[config.mk]
export PLATFORM = sky130hd
export DESIGN_NAME = hpf_job_fifo
export DESIGN_NICKNAME = d
export VERILOG_FILES = /design/src/hdl/hysteresis_peak_finder_macros.svh /design/src/hdl/hpf_pkg.sv /design/src/hdl/hpf_job_fifo.sv
export SDC_FILE = /design/constraint.sdc
export NUM_CORES = 1
export LEC_CHECK = 0
export BUFFER_PORTS_ARGS = -buffer_cell sky130_fd_sc_hd__buf_4
export CAP_MARGIN = 20
export CELL_PAD_IN_SITES_DETAIL_PLACEMENT = 0
export CELL_PAD_IN_SITES_GLOBAL_PLACEMENT = 1
export CORE_MARGIN = 2
export CORE_UTILIZATION = 48
export CTS_CLUSTER_SIZE = 10
export DETAILED_ROUTE_END_ITERATION = 8
export PLACE_DENSITY = 0.91
export SETUP_SLACK_MARGIN = 0.02
export SLEW_MARGIN = 20
export SYNTH_ARGS = -nofsm -noshare
export SYNTH_HDL_FRONTEND = slang
export SYNTH_SLANG_ARGS = --single-unit
[constraint.sdc]
create_clock -name i_clk -period 40.5 [get_ports i_clk]
set_clock_uncertainty 0.1 [all_clocks]
set_input_delay 6.075 -clock i_clk [delete_from_list [all_inputs] [get_ports i_clk]]
set_output_delay 6.075 -clock i_clk [all_outputs]
set_load 0.01 [all_outputs]
[src/hdl/hysteresis_peak_finder_macros.svh]
// Assertion macros used by the back part of the peak finder.
`ifndef HYSTERESIS_PEAK_FINDER_MACROS_SVH
`define HYSTERESIS_PEAK_FINDER_MACROS_SVH

// The condition holds at every clock edge outside reset.
`define HPF_ASSERT(lbl, cond, msg) \
    lbl: assert property (@(posedge i_clk) disable iff (!i_rst_n) (cond)) else $error(msg);

// The consequent holds in the same cycle as the antecedent.
`define HPF_ASSERT_IMP(lbl, ante, cons, msg) \
    lbl: assert property (@(posedge i_clk) disable iff (!i_rst_n) (ante) |-> (cons)) \
        else $error(msg);

// The consequent holds in the cycle after the antecedent.
`define HPF_ASSERT_NXT(lbl, ante, cons, msg) \
    lbl: assert property (@(posedge i_clk) disable iff (!i_rst_n) (ante) |=> (cons)) \
        else $error(msg);

`endif

[src/hdl/hpf_pkg.sv]
package hpf_pkg;

    localparam int DEF_MAX_SAMPLES = 128;
    localparam int VAL_W = 32;
    localparam int IDX_W = 7;
    localparam int CNT_W = IDX_W + 1;

    // Write of one extremum entry from the front part into the list memory.
    typedef struct packed {
        logic             en;
        logic [IDX_W-1:0] addr;
        logic [VAL_W-1:0] val;
        logic [IDX_W-1:0] idx;
    } t_wr;

    // Summary of one loaded sample set, handed to the search.
    typedef struct packed {
        logic [CNT_W-1:0] len;   // entries in the list, endpoint included
        logic [VAL_W-1:0] v0;    // first three list values
        logic [VAL_W-1:0] v1;
        logic [VAL_W-1:0] v2;
        logic [VAL_W-1:0] ev;    // final endpoint value
        logic [IDX_W-1:0] ei;    // final endpoint sample index
        logic [VAL_W-1:0] mmag;  // smallest list value
        logic [VAL_W-1:0] maxv;
        logic [VAL_W-1:0] minv;
    } t_job;

endpackage

[src/hdl/hpf_job_fifo.sv]
module hpf_job_fifo (
    input  logic          i_clk,
    input  logic          i_rst_n,
    input  logic          i_push,
    input  hpf_pkg::t_job i_job,
    input  logic          i_pop,
    output logic          o_empty,
    output hpf_pkg::t_job o_job
);
    import hpf_pkg::*;

    t_job       r_ent [2];
    logic       r_wp, r_rp;
    logic [1:0] r_cnt;

    assign o_empty = (r_cnt == 2'd0);
    assign o_job   = r_ent[r_rp];

    always_ff @(posedge i_clk) begin
        if (!i_rst_n) begin
            r_wp  <= 1'b0;
            r_rp  <= 1'b0;
            r_cnt <= 2'd0;
        end else begin
            if (i_push) r_wp <= !r_wp;
            if (i_pop) r_rp <= !r_rp;
            r_cnt <= r_cnt + 2'(i_push) - 2'(i_pop);
        end
    end

    always_ff @(posedge i_clk) begin
        if (i_push) r_ent[r_wp] <= i_job;
    end

endmodule

-- Word-level counts from Yosys, hierarchy flattened
Memory sizes are Yosys's and may differ from the RTL's. A register that Yosys moved wholly into a read port is not among the register bits.
Cells that the tools add are included.
- bits of input ports: 243
- memories: 1
- word-level logic and storage cells: 13
- output and inout port bits: 240
- memory bits (writable): 478
- bits in registers: 4
- latch bits: 0
- bits in read-only memories: 0
- shifts and indexed selects: 0
- magnitude comparators: 0
- equal/unequal tests: 0
- $add $sub $neg: 2
- multiplexer cells: 4
- divide/modulo/power cells: 0
- bitwise logic cells: 0
- reductions and logical operators: 3
- multipliers: 0
- memory list (memory ; depth ; bits a word ; rd ports ; clocked after memory_dff ; wr ports ; line ; text):
    r_ent ; 2 ; 239 ; 1 ; 1 ; 1 ; hpf_job_fifo.sv:12 ; t_job r_ent [2];
- operator list (kind ; number):
    $mux W1 ; 4
    $add A2 B1 Y2 ; 1
    $logic_not A1 Y1 ; 2
    $logic_not A2 Y1 ; 1
    $sub A2 B1 Y2 ; 1

-- Longest topological paths before layout
- word-level depth: 3
- depth in mapped cells: 6
- depth with buffers taken out: 6

-- Worst setup path before layout
OpenSTA, ideal clock, no wires.
- path type: input-to-reg
- from: input port i_push
- to: register r_wp
- setup slack: 23.095 ns
- library setup time: 0.107 ns
- path buffers: 0
- data required time: 40.293 ns
- stages on the path: 2
- arrival time: 17.197 ns
- cell sequence: nor2b_1 > o21a_1
- RTL lines (element ; line ; text):
    from (decl) ; hpf_job_fifo.sv:4 ; input logic i_push,
    to (signal assigned) ; hpf_job_fifo.sv:25 ; if (i_push) r_wp <= !r_wp;
    to (decl) ; hpf_job_fifo.sv:13 ; logic r_wp, r_rp;

==> flow_summary.toml <==
[clock_tree]
clock_sinks = 483
clkTransAtPathRegs_ns = 0.05
clockBufferDepth = 3
hold_buffers = 0
tritoncts = "built"
htree_levels = 2
clk_latency_ns = 0.58
clock-root-buffer = "clkbuf_16"
post_cts_resized = 0
numCtsBuffers = 55
post_cts_buffers = 0

[timing]
max_slew_margin_pct = 23.5
finalSetupViolations = 0
finalHoldViolCount = 0
period_needed_ns = 9.25
final.period_utilization_pct = 22.9
tightest_slew_ns = 1.15
rsz0062_at_grt = "no"
fmax_mhz = 108
tns_ns = 0
finalMaxSlewViolations = 0

[min_path]
hp-class = "reg2reg"

[setup_path]
cp.arrival_ns = 3.08
critical-path-top-delay-family = "buffers and inverters"
worstSetupPathType = "reg2out"
path_buf_inv = 2
crit_path_top_delay_cell = "buf_4"
path_common_cell = "buf_4"
worstPathCellList = "buf_4 -> mux2_2 -> buf_4"
cp-start-kind = "register"
endpoint_kind = "output port"
path_max_fanout = 62
required_ns = 34.33
critical-path-max-stage-delay_ns = 0.94

[placement]
placedCellCount = 1737
gp_congestion = 0.798
hpwl_mm = 26.4
io_buffers = 482

[routing]
drt-total-wl_mm = 39.0
remaining_drc_errors = 0
via_per_inst = 4.96
antenna_left = 0
drtIter0Drc = 438
vias = 8982
first_pass_iters = 5
avgRoutedWirePerCell_um = 21.6

[power]
p_int_w = 0.000908
ir_drop_mv = 0.0416
sw_frac_of_total_pct = 21.5
leakage_nw = 9.32
powerDensity_mw_per_mm2 = 48.5
p_clk_share_pct = 36.3
combPwrFrac_pct = 12.8
power_frac_seq_pct = 50.9
p_switching_w = 0.000248

[grt]
grt_usage_pct = 18.7
antenna_found_initial = 0
overflow = 0
grt_pass1_wl_mm = 54.8
grt_pass1_vias = 9454
grt_max_degree = 166

[cells_and_area]
diodes = 0
fin_cells = 1812
syn_to_final_growth_pct = 29.9
fin_nets = 1528
drive_above_1_share_pct = 60.7

[synth]
yosys.area.top_type = "edfxtp_1"
syn_area_mm2 = 0.0184
synth_mux_area_share_pct = 18.8
synthDistinctLibCells = 15
synth.top_cell.area_share_pct = 78.2
synth-simple-area-share_pct = 0.259
synth_warnings = 0
synth-seq-cells = 483
synth_compound_area_share_pct = 0.0409
synthXorXnorAreaFrac_pct = 0.170
synth_top_family_by_area = "multiplexers"
synthCells = 764
yosysSeqAreaShare_pct = 78.7
synth_area_leaders = "edfxtp_1, mux2_4, mux2_2"
syn_nets = 1009
avgSynthCellArea_um2 = 24.0
synth_fa_ha_area_share_pct = 0.136

[floorplan]
io_pins = 483
dieHeight_um = 200
die_w_um = 200
core-area_mm2 = 0.0377
die_area_mm2 = 0.0398
initial_core_util_pct = 48.7
row_count = 71

[status]
status = "completed"

[flow_run]
max_cap_viol_count = 0
## worst paths after layout
kind / slack, ns / to / start / cells past startpoint
worst max-delay path: 31.25 / o_job[229] / register / 3
worst min-delay path: 0.48 / register / r_rp$_SDFFE_PN0P_ / 2
worst max register to register: 37.39 / r_ent[1][115]$_DFFE_PP_ / r_wp$_SDFFE_PN0P_ / 3
worst min register to register: 0.48 / register / r_rp$_SDFFE_PN0P_ / 2
## power by group through the flow
stage	Clock, W	Combinational (W)	Sequential (W)
after floorplan	0	0.0000824	0.000602
after global placement	0	0.000146	0.000597
after detailed placement	0	0.000149	0.000599
after CTS	0.000429	0.000150	0.000589
after global routing	0.000447	0.000157	0.000591
final	0.000419	0.000148	0.000589
## layout make-up
cell class                      instances  area, um^2
Clock inverter                          6        42.5
Fill cell                            2597       13800
Multi-Input combinational cell        252        3570
Clock buffer                           69        1430
Tap cell                              511         639
Sequential cell                       483       14500
Inverter                                2        7.51
Timing Repair Buffer                  489        3700
## kinds of logic (layout without fill, tap and decap cells)
kind of cell	after synthesis	in the layout
adders and majority gates	2	2
DFF	483	483
and+or+nand+nor	8	8
xor gates and xnor gates	2	2
AOI/OAI and AO/OA	1	1
muxes	239	239
buffers and inverters	29	566
## cells in the final DEF, fill, tap and decap left out, types with 3 or more instances in the layout
cell type	instances
mux2_2	37
clkbuf_1	14
and2_1	3
mux2_4	202
inv_6	4
buf_4	487
dfxtp_1	4
edfxtp_1	478
clkbuf_16	55
## cells in the mapped netlist
cell	instances
nor2_1	1
o21a_1	1
inv_1	2
buf_8	12
buf_6	13
ha_1	2
xnor3_1	1
xor2_1	1
dfxtp_1	5
mux2_2	37
edfxtp_1	478
buf_2	2
mux2_4	202
nor2b_1	3
and2_1	4
## through the flow
step	power (W)	worst slack, ns	hold slack [ns]	instance area [um^2]	util [%]
2_1_floorplan	0.000684	23.10	0.455	18400	-
3_3_place_gp	0.000743	31.67	0.458	22400	59.4
3_5_place_dp	0.000747	31.64	0.460	22400	59.4
4_1_cts	0.00117	31.16	0.479	23800	63.3
5_1_grt	0.00119	31.04	0.507	23800	63.3
6_report	0.00116	31.25	0.480	23800	63.3
## worst min-delay path, stage by stage (launching register included)
cell,delay [ns]
dfxtp_1,0.33
xor2_1,0.07
and2_1,0.14
## flip-flops by register name, summed over array words and instances, names as in the netlist, named ones only
signal and count:
r_wp 1, r_ent 478, r_rp 1, r_cnt 2
## layer usage
layer / GRT usage, % / vias up / part of all wire [%]
met4: 7.60 / 0 / 2.9
met2: 32.0 / 421 / 50
met3: 7.90 / 74 / 11
met5: 0 / - / 0
met1: 20.5 / 4425 / 36
li1: - / 4062 / -
Power figures use the tool's default switching activity.
