==> src/hdl/hysteresis_peak_finder_macros.svh <==
// Assertion macros used by the back part of the peak finder.
`ifndef HYSTERESIS_PEAK_FINDER_MACROS_SVH
`define HYSTERESIS_PEAK_FINDER_MACROS_SVH

// The condition holds at every clock edge outside reset.
`define HPF_ASSERT(lbl, cond, msg) \
    lbl: assert property (@(posedge i_clk) disable iff (!i_rst_n) (cond)) else $error(msg);

// The consequent holds in the same cycle as the antecedent.
`define HPF_ASSERT_IMP(lbl, ante, cons, msg) \
    lbl: assert property (@(posedge i_clk) disable iff (!i_rst_n) (ante) |-> (cons)) \
        else $error(msg);

// The consequent holds in the cycle after the antecedent.
`define HPF_ASSERT_NXT(lbl, ante, cons, msg) \
    lbl: assert property (@(posedge i_clk) disable iff (!i_rst_n) (ante) |=> (cons)) \
        else $error(msg);

`endif

==> src/hdl/hpf_pkg.sv <==
package hpf_pkg;

    localparam int DEF_MAX_SAMPLES = 128;
    localparam int VAL_W = 32;
    localparam int IDX_W = 7;
    localparam int CNT_W = IDX_W + 1;

    // Write of one extremum entry from the front part into the list memory.
    typedef struct packed {
        logic             en;
        logic [IDX_W-1:0] addr;
        logic [VAL_W-1:0] val;
        logic [IDX_W-1:0] idx;
    } t_wr;

    // Summary of one loaded sample set, handed to the search.
    typedef struct packed {
        logic [CNT_W-1:0] len;   // entries in the list, endpoint included
        logic [VAL_W-1:0] v0;    // first three list values
        logic [VAL_W-1:0] v1;
        logic [VAL_W-1:0] v2;
        logic [VAL_W-1:0] ev;    // final endpoint value
        logic [IDX_W-1:0] ei;    // final endpoint sample index
        logic [VAL_W-1:0] mmag;  // smallest list value
        logic [VAL_W-1:0] maxv;
        logic [VAL_W-1:0] minv;
    } t_job;

endpackage

==> src/hdl/hpf_if.sv <==
interface hpf_in_if;
    logic                     valid;
    logic                     ready;
    logic [hpf_pkg::VAL_W-1:0] sample;
    logic                     last_sample;

    modport source (output valid, output sample, output last_sample, input ready);
    modport sink (input valid, input sample, input last_sample, output ready);
endinterface


==> src/hdl/hpf_front.sv <==
module hpf_front #(
    parameter int MAX_SAMPLES = hpf_pkg::DEF_MAX_SAMPLES
) (
    input  logic          i_clk,
    input  logic          i_rst_n,
    hpf_in_if.sink        i_smp,
    output hpf_pkg::t_wr  o_wr,
    output logic          o_push,
    output hpf_pkg::t_job o_job,
    input  logic          i_done
);
    import hpf_pkg::*;

    logic [CNT_W-1:0] r_cnt, r_ecnt;
    logic [VAL_W-1:0] r_max, r_min, r_prev, r_emin, r_v0, r_v1, r_v2;
    logic             r_prev_up, r_hold;

    logic             w_acc, w_stored, w_app, w_last;
    logic [VAL_W-1:0] w_s, w_app_val, w_ev, w_emin, w_max, w_min, w_v0, w_v1, w_v2;
    logic [IDX_W-1:0] w_app_idx, w_ei, w_jm1;
    logic [CNT_W-1:0] w_c2;

    assign i_smp.ready = !r_hold;
    assign w_acc    = i_smp.valid && !r_hold;
    assign w_s      = i_smp.sample;
    assign w_last   = i_smp.last_sample;
    assign w_stored = r_cnt < CNT_W'(MAX_SAMPLES);
    assign w_jm1    = IDX_W'(r_cnt - CNT_W'(1));

    // A sample index j marks an extremum at j-1 when the step direction flips.
    always_comb begin
        w_app     = w_acc && w_stored &&
                    (r_cnt == '0 || (r_cnt >= CNT_W'(2) && ((w_s > r_prev) != r_prev_up)));
        w_app_val = (r_cnt == '0) ? w_s : r_prev;
        w_app_idx = (r_cnt == '0) ? '0 : w_jm1;
        w_c2      = r_ecnt + CNT_W'(w_app);
        w_ev      = w_stored ? w_s : r_prev;
        w_ei      = w_stored ? r_cnt[IDX_W-1:0] : w_jm1;
        w_emin    = (w_app && w_app_val < r_emin) ? w_app_val : r_emin;
        w_max     = (w_stored && w_s > r_max) ? w_s : r_max;
        w_min     = (w_stored && w_s < r_min) ? w_s : r_min;
        w_v0 = r_v0;
        w_v1 = r_v1;
        w_v2 = r_v2;
        if (w_app) begin
            if (r_ecnt == CNT_W'(0)) w_v0 = w_app_val;
            if (r_ecnt == CNT_W'(1)) w_v1 = w_app_val;
            if (r_ecnt == CNT_W'(2)) w_v2 = w_app_val;
        end
        if (w_last) begin
            if (w_c2 == CNT_W'(1)) w_v1 = w_ev;
            if (w_c2 == CNT_W'(2)) w_v2 = w_ev;
        end
    end

    assign o_wr.en   = w_app;
    assign o_wr.addr = r_ecnt[IDX_W-1:0];
    assign o_wr.val  = w_app_val;
    assign o_wr.idx  = w_app_idx;

    assign o_push     = w_acc && w_last;
    assign o_job.len  = w_c2 + CNT_W'(1);
    assign o_job.v0   = w_v0;
    assign o_job.v1   = w_v1;
    assign o_job.v2   = w_v2;
    assign o_job.ev   = w_ev;
    assign o_job.ei   = w_ei;
    assign o_job.mmag = (w_ev < w_emin) ? w_ev : w_emin;
    assign o_job.maxv = w_max;
    assign o_job.minv = w_min;

    always_ff @(posedge i_clk) begin
        if (!i_rst_n) begin
            r_cnt  <= '0;
            r_ecnt <= '0;
            r_max  <= '0;
            r_min  <= '1;
            r_emin <= '1;
            r_hold <= 1'b0;
        end else if (w_acc && w_last) begin
            r_cnt  <= '0;
            r_ecnt <= '0;
            r_max  <= '0;
            r_min  <= '1;
            r_emin <= '1;
            r_hold <= 1'b1;
        end else begin
            if (w_acc && w_stored) r_cnt <= r_cnt + CNT_W'(1);
            if (w_acc) begin
                r_ecnt <= w_c2;
                r_max  <= w_max;
                r_min  <= w_min;
                r_emin <= w_emin;
            end
            if (i_done) r_hold <= 1'b0;
        end
    end

    always_ff @(posedge i_clk) begin
        if (w_acc && w_stored) begin
            r_prev    <= w_s;
            r_prev_up <= w_s > r_prev;
        end
        if (w_acc) begin
            r_v0 <= w_v0;
            r_v1 <= w_v1;
            r_v2 <= w_v2;
        end
    end

endmodule

==> src/flat_wrapper.sv <==
// flat-port wrapper written by rule: the top's interface ports become plain ports
module hpf_front_flat import hpf_pkg::*;
#(
    parameter int MAX_SAMPLES = hpf_pkg::DEF_MAX_SAMPLES
)
  (i_clk, i_rst_n, o_wr, o_push, o_job, i_done, i_smp_valid, i_smp_sample, i_smp_last_sample, i_smp_ready);
  hpf_in_if i_smp_i ();
  input  logic i_clk;
  input  logic i_rst_n;
  output hpf_pkg::t_wr o_wr;
  output logic o_push;
  output hpf_pkg::t_job o_job;
  input  logic i_done;
  input wire logic [$bits(i_smp_i.valid)-1:0] i_smp_valid;
  input wire logic [$bits(i_smp_i.sample)-1:0] i_smp_sample;
  input wire logic [$bits(i_smp_i.last_sample)-1:0] i_smp_last_sample;
  output wire logic [$bits(i_smp_i.ready)-1:0] i_smp_ready;
  assign i_smp_i.valid = i_smp_valid;
  assign i_smp_i.sample = i_smp_sample;
  assign i_smp_i.last_sample = i_smp_last_sample;
  assign i_smp_ready = i_smp_i.ready;
  hpf_front #(.MAX_SAMPLES(MAX_SAMPLES)) u_core (.i_clk(i_clk), .i_rst_n(i_rst_n), .i_smp(i_smp_i), .o_wr(o_wr), .o_push(o_push), .o_job(o_job), .i_done(i_done));
endmodule
==> config.mk <==
export PLATFORM = sky130hd
export DESIGN_NAME = hpf_front_flat
export DESIGN_NICKNAME = d
export VERILOG_FILES = /design/src/hdl/hysteresis_peak_finder_macros.svh /design/src/hdl/hpf_pkg.sv /design/src/hdl/hpf_if.sv /design/src/hdl/hpf_front.sv /design/src/flat_wrapper.sv
export SDC_FILE = /design/constraint.sdc
export NUM_CORES = 1
export LEC_CHECK = 0
export BUFFER_PORTS_ARGS = -buffer_cell sky130_fd_sc_hd__buf_2
export CAP_MARGIN = 30
export CORE_MARGIN = 2
export CORE_UTILIZATION = 51
export CTS_CLUSTER_DIAMETER = 200
export DETAILED_ROUTE_END_ITERATION = 7
export GPL_TIMING_DRIVEN = 0
export HOLD_SLACK_MARGIN = 0.15
export PLACE_DENSITY_LB_ADDON = 0.15
export SLEW_MARGIN = 20
export SYNTH_ARGS = -nofsm -noshare
export SYNTH_HDL_FRONTEND = slang
export SYNTH_SLANG_ARGS = --single-unit
==> constraint.sdc <==
create_clock -name i_clk -period 6.14 [get_ports i_clk]
set_input_delay 0.307 -clock i_clk [delete_from_list [all_inputs] [get_ports i_clk]]
set_output_delay 0.307 -clock i_clk [all_outputs]
set_load 0.005 [all_outputs]
Yosys cells after proc, flatten, opt, wreduce, memory -nomap -nowiden

Cells that the tools add are included.

Word-level logic and storage cells: 62
Bits in registers: 242
Input port bits: 37

Magnitude comparators: 7
Reductions and logical operators: 14
Mux-type cells: 20
Bitwise logic cells: 1
$add $sub $neg: 4
Equality and inequality tests: 5

Operators with widths:

| kind                                                                   | count |
|---|---|
| 32-bit two-way mux                                                     | 16 |
| 32-bit < comparator                                                    | 3 |
| 32-bit > comparator                                                    | 2 |
| 8-bit by 1-bit adder with 8-bit output (second input constant)         | 2 |
| 8-bit by 1-bit equality test with 1-bit output (second input constant) | 2 |
| 8-bit by 2-bit equality test with 1-bit output (second input constant) | 2 |
| 8-bit logical NOT                                                      | 2 |
| 7-bit two-way mux                                                      | 2 |
| 8-bit by 1-bit adder with 8-bit output                                 | 1 |
| 8-bit by 2-bit >= comparator with 1-bit output (second input constant) | 1 |
| 1-bit logical AND                                                      | 8 |
| 8-bit < comparator (second input constant)                             | 1 |
| 7-bit by 1-bit subtractor with 7-bit output (second input constant)    | 1 |
| 1-bit two-way mux                                                      | 2 |
| 2-bit nonzero test                                                     | 1 |
| 2-bit OR reduction                                                     | 1 |
| 1-bit logical NOT                                                      | 1 |
| 1-bit logical OR                                                       | 1 |
| 1-bit inequality test                                                  | 1 |
| 1-bit NOT                                                              | 1 |

Longest topological paths before layout

Depth after elaboration: 9
Depth in mapped cells: 30
Depth with buffers taken out: 26

Worst setup path after synthesis

No wires, ideal clock.

Kind: register to output
Start: register u_core.r_cnt[0]
End: output port o_job[65] (netlist bit)
Path buffers: 4
Stages on the path, launching flop included: 30
Arrival: 6.060 ns
Required time: 5.833 ns
Setup slack: -0.227 ns
Path through: dfxtp_1 -> inv_1 -> ha_1 -> nor3b_1 -> and2_1 -> clkbuf_1 -> clkbuf_1 -> nand2_1 -> o21ai_0 -> ha_1 -> a21o_1 -> a21o_1 -> a21oi_1 -> o21ai_0 -> a211oi_1 -> o311ai_2 -> nor2_4 -> buf_2 -> mux2i_1 -> ha_1 -> a21o_1 -> a21o_1 -> a21o_1 -> a21o_1 -> a21o_1 -> o21ai_0 -> or4_1 -> o21ai_2 -> buf_6 -> mux2i_1

RTL lines:

| element                | line               | RTL |
|---|---|---|
| from (decl)            | hpf_front.sv:14    | `logic [CNT_W-1:0] r_cnt, r_ecnt;` |
| from (signal assigned) | hpf_front.sv:88    | `if (w_acc && w_stored) r_cnt <= r_cnt + CNT_W'(1);` |
| to (decl)              | flat_wrapper.sv:12 | `output hpf_pkg::t_job o_job;` |

==> results_dict.tcl <==
set metrics [dict create \
    fmax_mhz 151 \
    wirelength_um 53800 \
    viasPerCell 5.82 \
    hold_slack_ps 174 \
    io_pins 325 \
    final_layout_size_suffix_gt1_frac 0.294 \
    ys_seq_area_frac 0.378 \
    dr.pass1.iters 5 \
    timing.rr.start "u_core.r_prev[26]" \
    cpPeakStageDelay_ps 360 \
    reg2reg_slack_ps 1030 \
    endpoint_kind "output pin" \
    grt_pass1_vias 14700 \
    required_ps 5830 \
    drt-initial-drc-count 992 \
    syn_area_per_cell_um2 9.76 \
    dr_total_vias 14700 \
    status "complete, but fails checks" \
    hpwlAfterDp_um 38400 \
    antenna_found_initial 1 \
    yosysWarnings 0 \
    grt-ovfl-total 0 \
    grt_pass1_wl_um 81200 \
    worstMarginPinSlew_ps 857 \
    fp-row-count 65 \
    drc_errors 0 \
    cap_violations 0 \
    die_area_mm2 0.0333 \
    violations "setup timing" \
    start_util 0.516 \
    antenna-diode-count 0 \
    cts_buffer_depth 3 \
    ir_drop_uv 230 \
    htreeDepth 1 \
    rr_endpoint "u_core.r_v1[16]" \
    worstSetupPathType "flop to output pin" \
    synth_cell_types 72 \
    clock-skew-final_ps 8.10 \
    slew_viol_final 0 \
    synth-edff-count 129 \
    ys_seq_elements 242 \
    core_area_mm2 0.0315 \
    critical_path.top_delay_family "compound AO/OA/AOI/OAI gates" \
    area_delta_synth_final_pct 32.5 \
    hold_violations 0 \
    startpoint_type "flop" \
    port_buffers 324 \
    holdPathEnd "u_core.r_max[27]" \
    worstRegToRegCells 21 \
    final_util 0.684 \
    fin_ws_ps -467 \
    die_y_um 183 \
    critical_path_buf_inv_count 8 \
    grt_max_degree 67 \
    fillCellCount 2423 \
    wl_per_cell_um 21.2 \
    final-setup-viol-count 32 \
    synthFlopType "edfxtp_1" \
    ant_nets 0 \
    cts_root_buf "clkbuf_16" \
    power_density_mw_per_mm2 260 \
    rsz0062_at_grt "true" \
    finalPower_mw 5.59 \
    synth_fp_nets 1867 \
    min_from "i_smp_sample[27]" \
    path_max_fanout 7 \
    clk_pin_slew_ps 60 \
    die_w_um 183 \
    numCtsBuffers 28 \
    min_path_type "input port to flop" \
    grt_usage 0.311 \
    relSlewSlack 0.423 \
    power.leakage_nw 10.1 \
    min_period_ps 6610 \
    synth_area_mm2 0.0163 \
    period_share 1.08 \
    crit_arrival_ps 6300 \
    cts_tree "done" \
    critical-path-slowest-cell "dfxtp_4" \
    min_path_cells 3 \
    syn_inst 1665 \
    clkLatencyLatePin_ps 550 \
    place_congestion 0.903 \
    clock_sinks 242 \
    async_flop_share 0 \
    nets 2313 \
]
-- report_power, final --
part           internal, mW  switching (mW)
Clock                  1.08           0.705
Sequential             1.87          0.0551
Combinational         0.813            1.06
-- per-stage QoR --
| stage | worst slack (ps) | cells | setup TNS (ps) | instance area (µm²) |
|---|---|---|---|---|
| CTS | -387 | 2525 | -11220 | 21200 |
| detailed placement | -2120 | 2393 | -74060 | 18400 |
| floorplan | 33.7 | 1665 | 0 | 16300 |
| finish | -467 | 2535 | -13800 | 21500 |
| global route | -709 | 2535 | -21300 | 21500 |
| global placement | -2060 | 2391 | -231280 | 18400 |
-- worst min-delay path, delay by kind of cell --
family,cells,cell delay (ps)
AND/OR/NAND/NOR,1,100
AO/OA/AOI/OAI,1,70
buffers and inverters,1,190
-- state kept, by name, summed over array words and instances (netlist names) --
register and count:
u_core.r_hold 1, u_core.r_max 32, u_core.r_min 32, u_core.r_v0 32, u_core.r_cnt 8, u_core.r_emin 32
u_core.r_v2 32, u_core.r_v1 32, u_core.r_prev_up 1, u_core.r_prev 32, u_core.r_ecnt 8
-- worst max-delay path by stage --
| stage | cells after the start | slack (ps) | to | startpoint |
|---|---|---|---|---|
| floorplan | 28 | 30 | o_job[65] | u_core.r_cnt[0] |
| global placement | 30 | -2060 | o_job[65] | u_core.r_cnt[0] |
| detailed placement | 30 | -2120 | o_job[67] | u_core.r_cnt[0] |
| CTS | 32 | -390 | o_job[70] | u_core.r_cnt[0] |
| global route | 33 | -710 | o_job[69] | u_core.r_cnt[0] |
| finish | 33 | -470 | o_job[67] | u_core.r_cnt[0] |
-- synthesized netlist by cell type, types with 7 or more instances --
| master | count | area, µm² |
|---|---|---|
| buf_4 | 8 | 60.1 |
| xnor2_1 | 15 | 131 |
| xor2_1 | 10 | 87.6 |
| nand2_1 | 135 | 507 |
| a21o_1 | 44 | 330 |
| dfxtp_1 | 113 | 2260 |
| buf_2 | 13 | 65.1 |
| and3_1 | 7 | 43.8 |
| nand3_1 | 52 | 260 |
| nor3_1 | 10 | 50.1 |
| mux2_1 | 64 | 721 |
| a21oi_1 | 113 | 566 |
| o21ai_0 | 82 | 410 |
| edfxtp_1 | 129 | 3870 |
| inv_1 | 170 | 638 |
| ha_1 | 165 | 2060 |
| o21ai_1 | 72 | 360 |
| nand4_1 | 31 | 194 |
| nor2b_1 | 8 | 50.1 |
| nor2_1 | 40 | 150 |
| clkbuf_1 | 57 | 214 |
| mux2i_1 | 226 | 2260 |
-- per-layer routing --
metal / vias to the layer above / track usage / wire length [µm]
met5: - / 0 / 0
met4: 0 / 0.116 / 2100
met1: 7136 / 0.411 / 22400
li1: 6881 / - / -
met3: 125 / 0.0385 / 3820
met2: 604 / 0.522 / 25500
-- cells in the final DEF, fill, tap and decap left out, types with 64 or more instances in the layout --
cell / netlist / routed
a21oi_1: 113 / 105
buf_2: 13 / 333
dfxtp_1: 113 / 108
edfxtp_1: 129 / 129
ha_1: 165 / 144
inv_1: 170 / 168
mux2_1: 64 / 64
mux2i_1: 226 / 195
nand2_1: 135 / 125
o21ai_1: 72 / 78
-- logic make-up (layout without fill, tap and decap cells) --
family / after synthesis / in the layout / synth area share
compound gates: 354 / 354 / 0.125
buf+inv: 268 / 736 / 0.0731
flops: 242 / 242 / 0.378
mux: 292 / 292 / 0.185
xor+xnor: 25 / 25 / 0.0135
simple gates: 319 / 319 / 0.0985
fa+ha+maj: 165 / 165 / 0.127
-- final cells by class --
type / instances / area, µm² / area share
buffer: 88 / 739 / 0.0343
clock buffer: 40 / 851 / 0.0395
clock inverter: 12 / 131 / 0.00610
inverter: 174 / 663 / 0.0308
multi-input combinational: 1155 / 9900 / 0.460
sequential: 242 / 6150 / 0.286
tap: 402 / 503 / 0.0234
timing repair buffer: 422 / 2590 / 0.120
-- what timing repair did --
item / CTS / global route
hold buffers: 36 / 0
cloned: 4 / 2
gates resized for setup: 228 / 61
setup buffers: 45 / 9
endpoints found under the hold margin: 63 / 0
pin swaps: 34 / 7
setup endpoints to repair: 92 / 92
No activity file was read; power rests on OpenSTA's default activity.
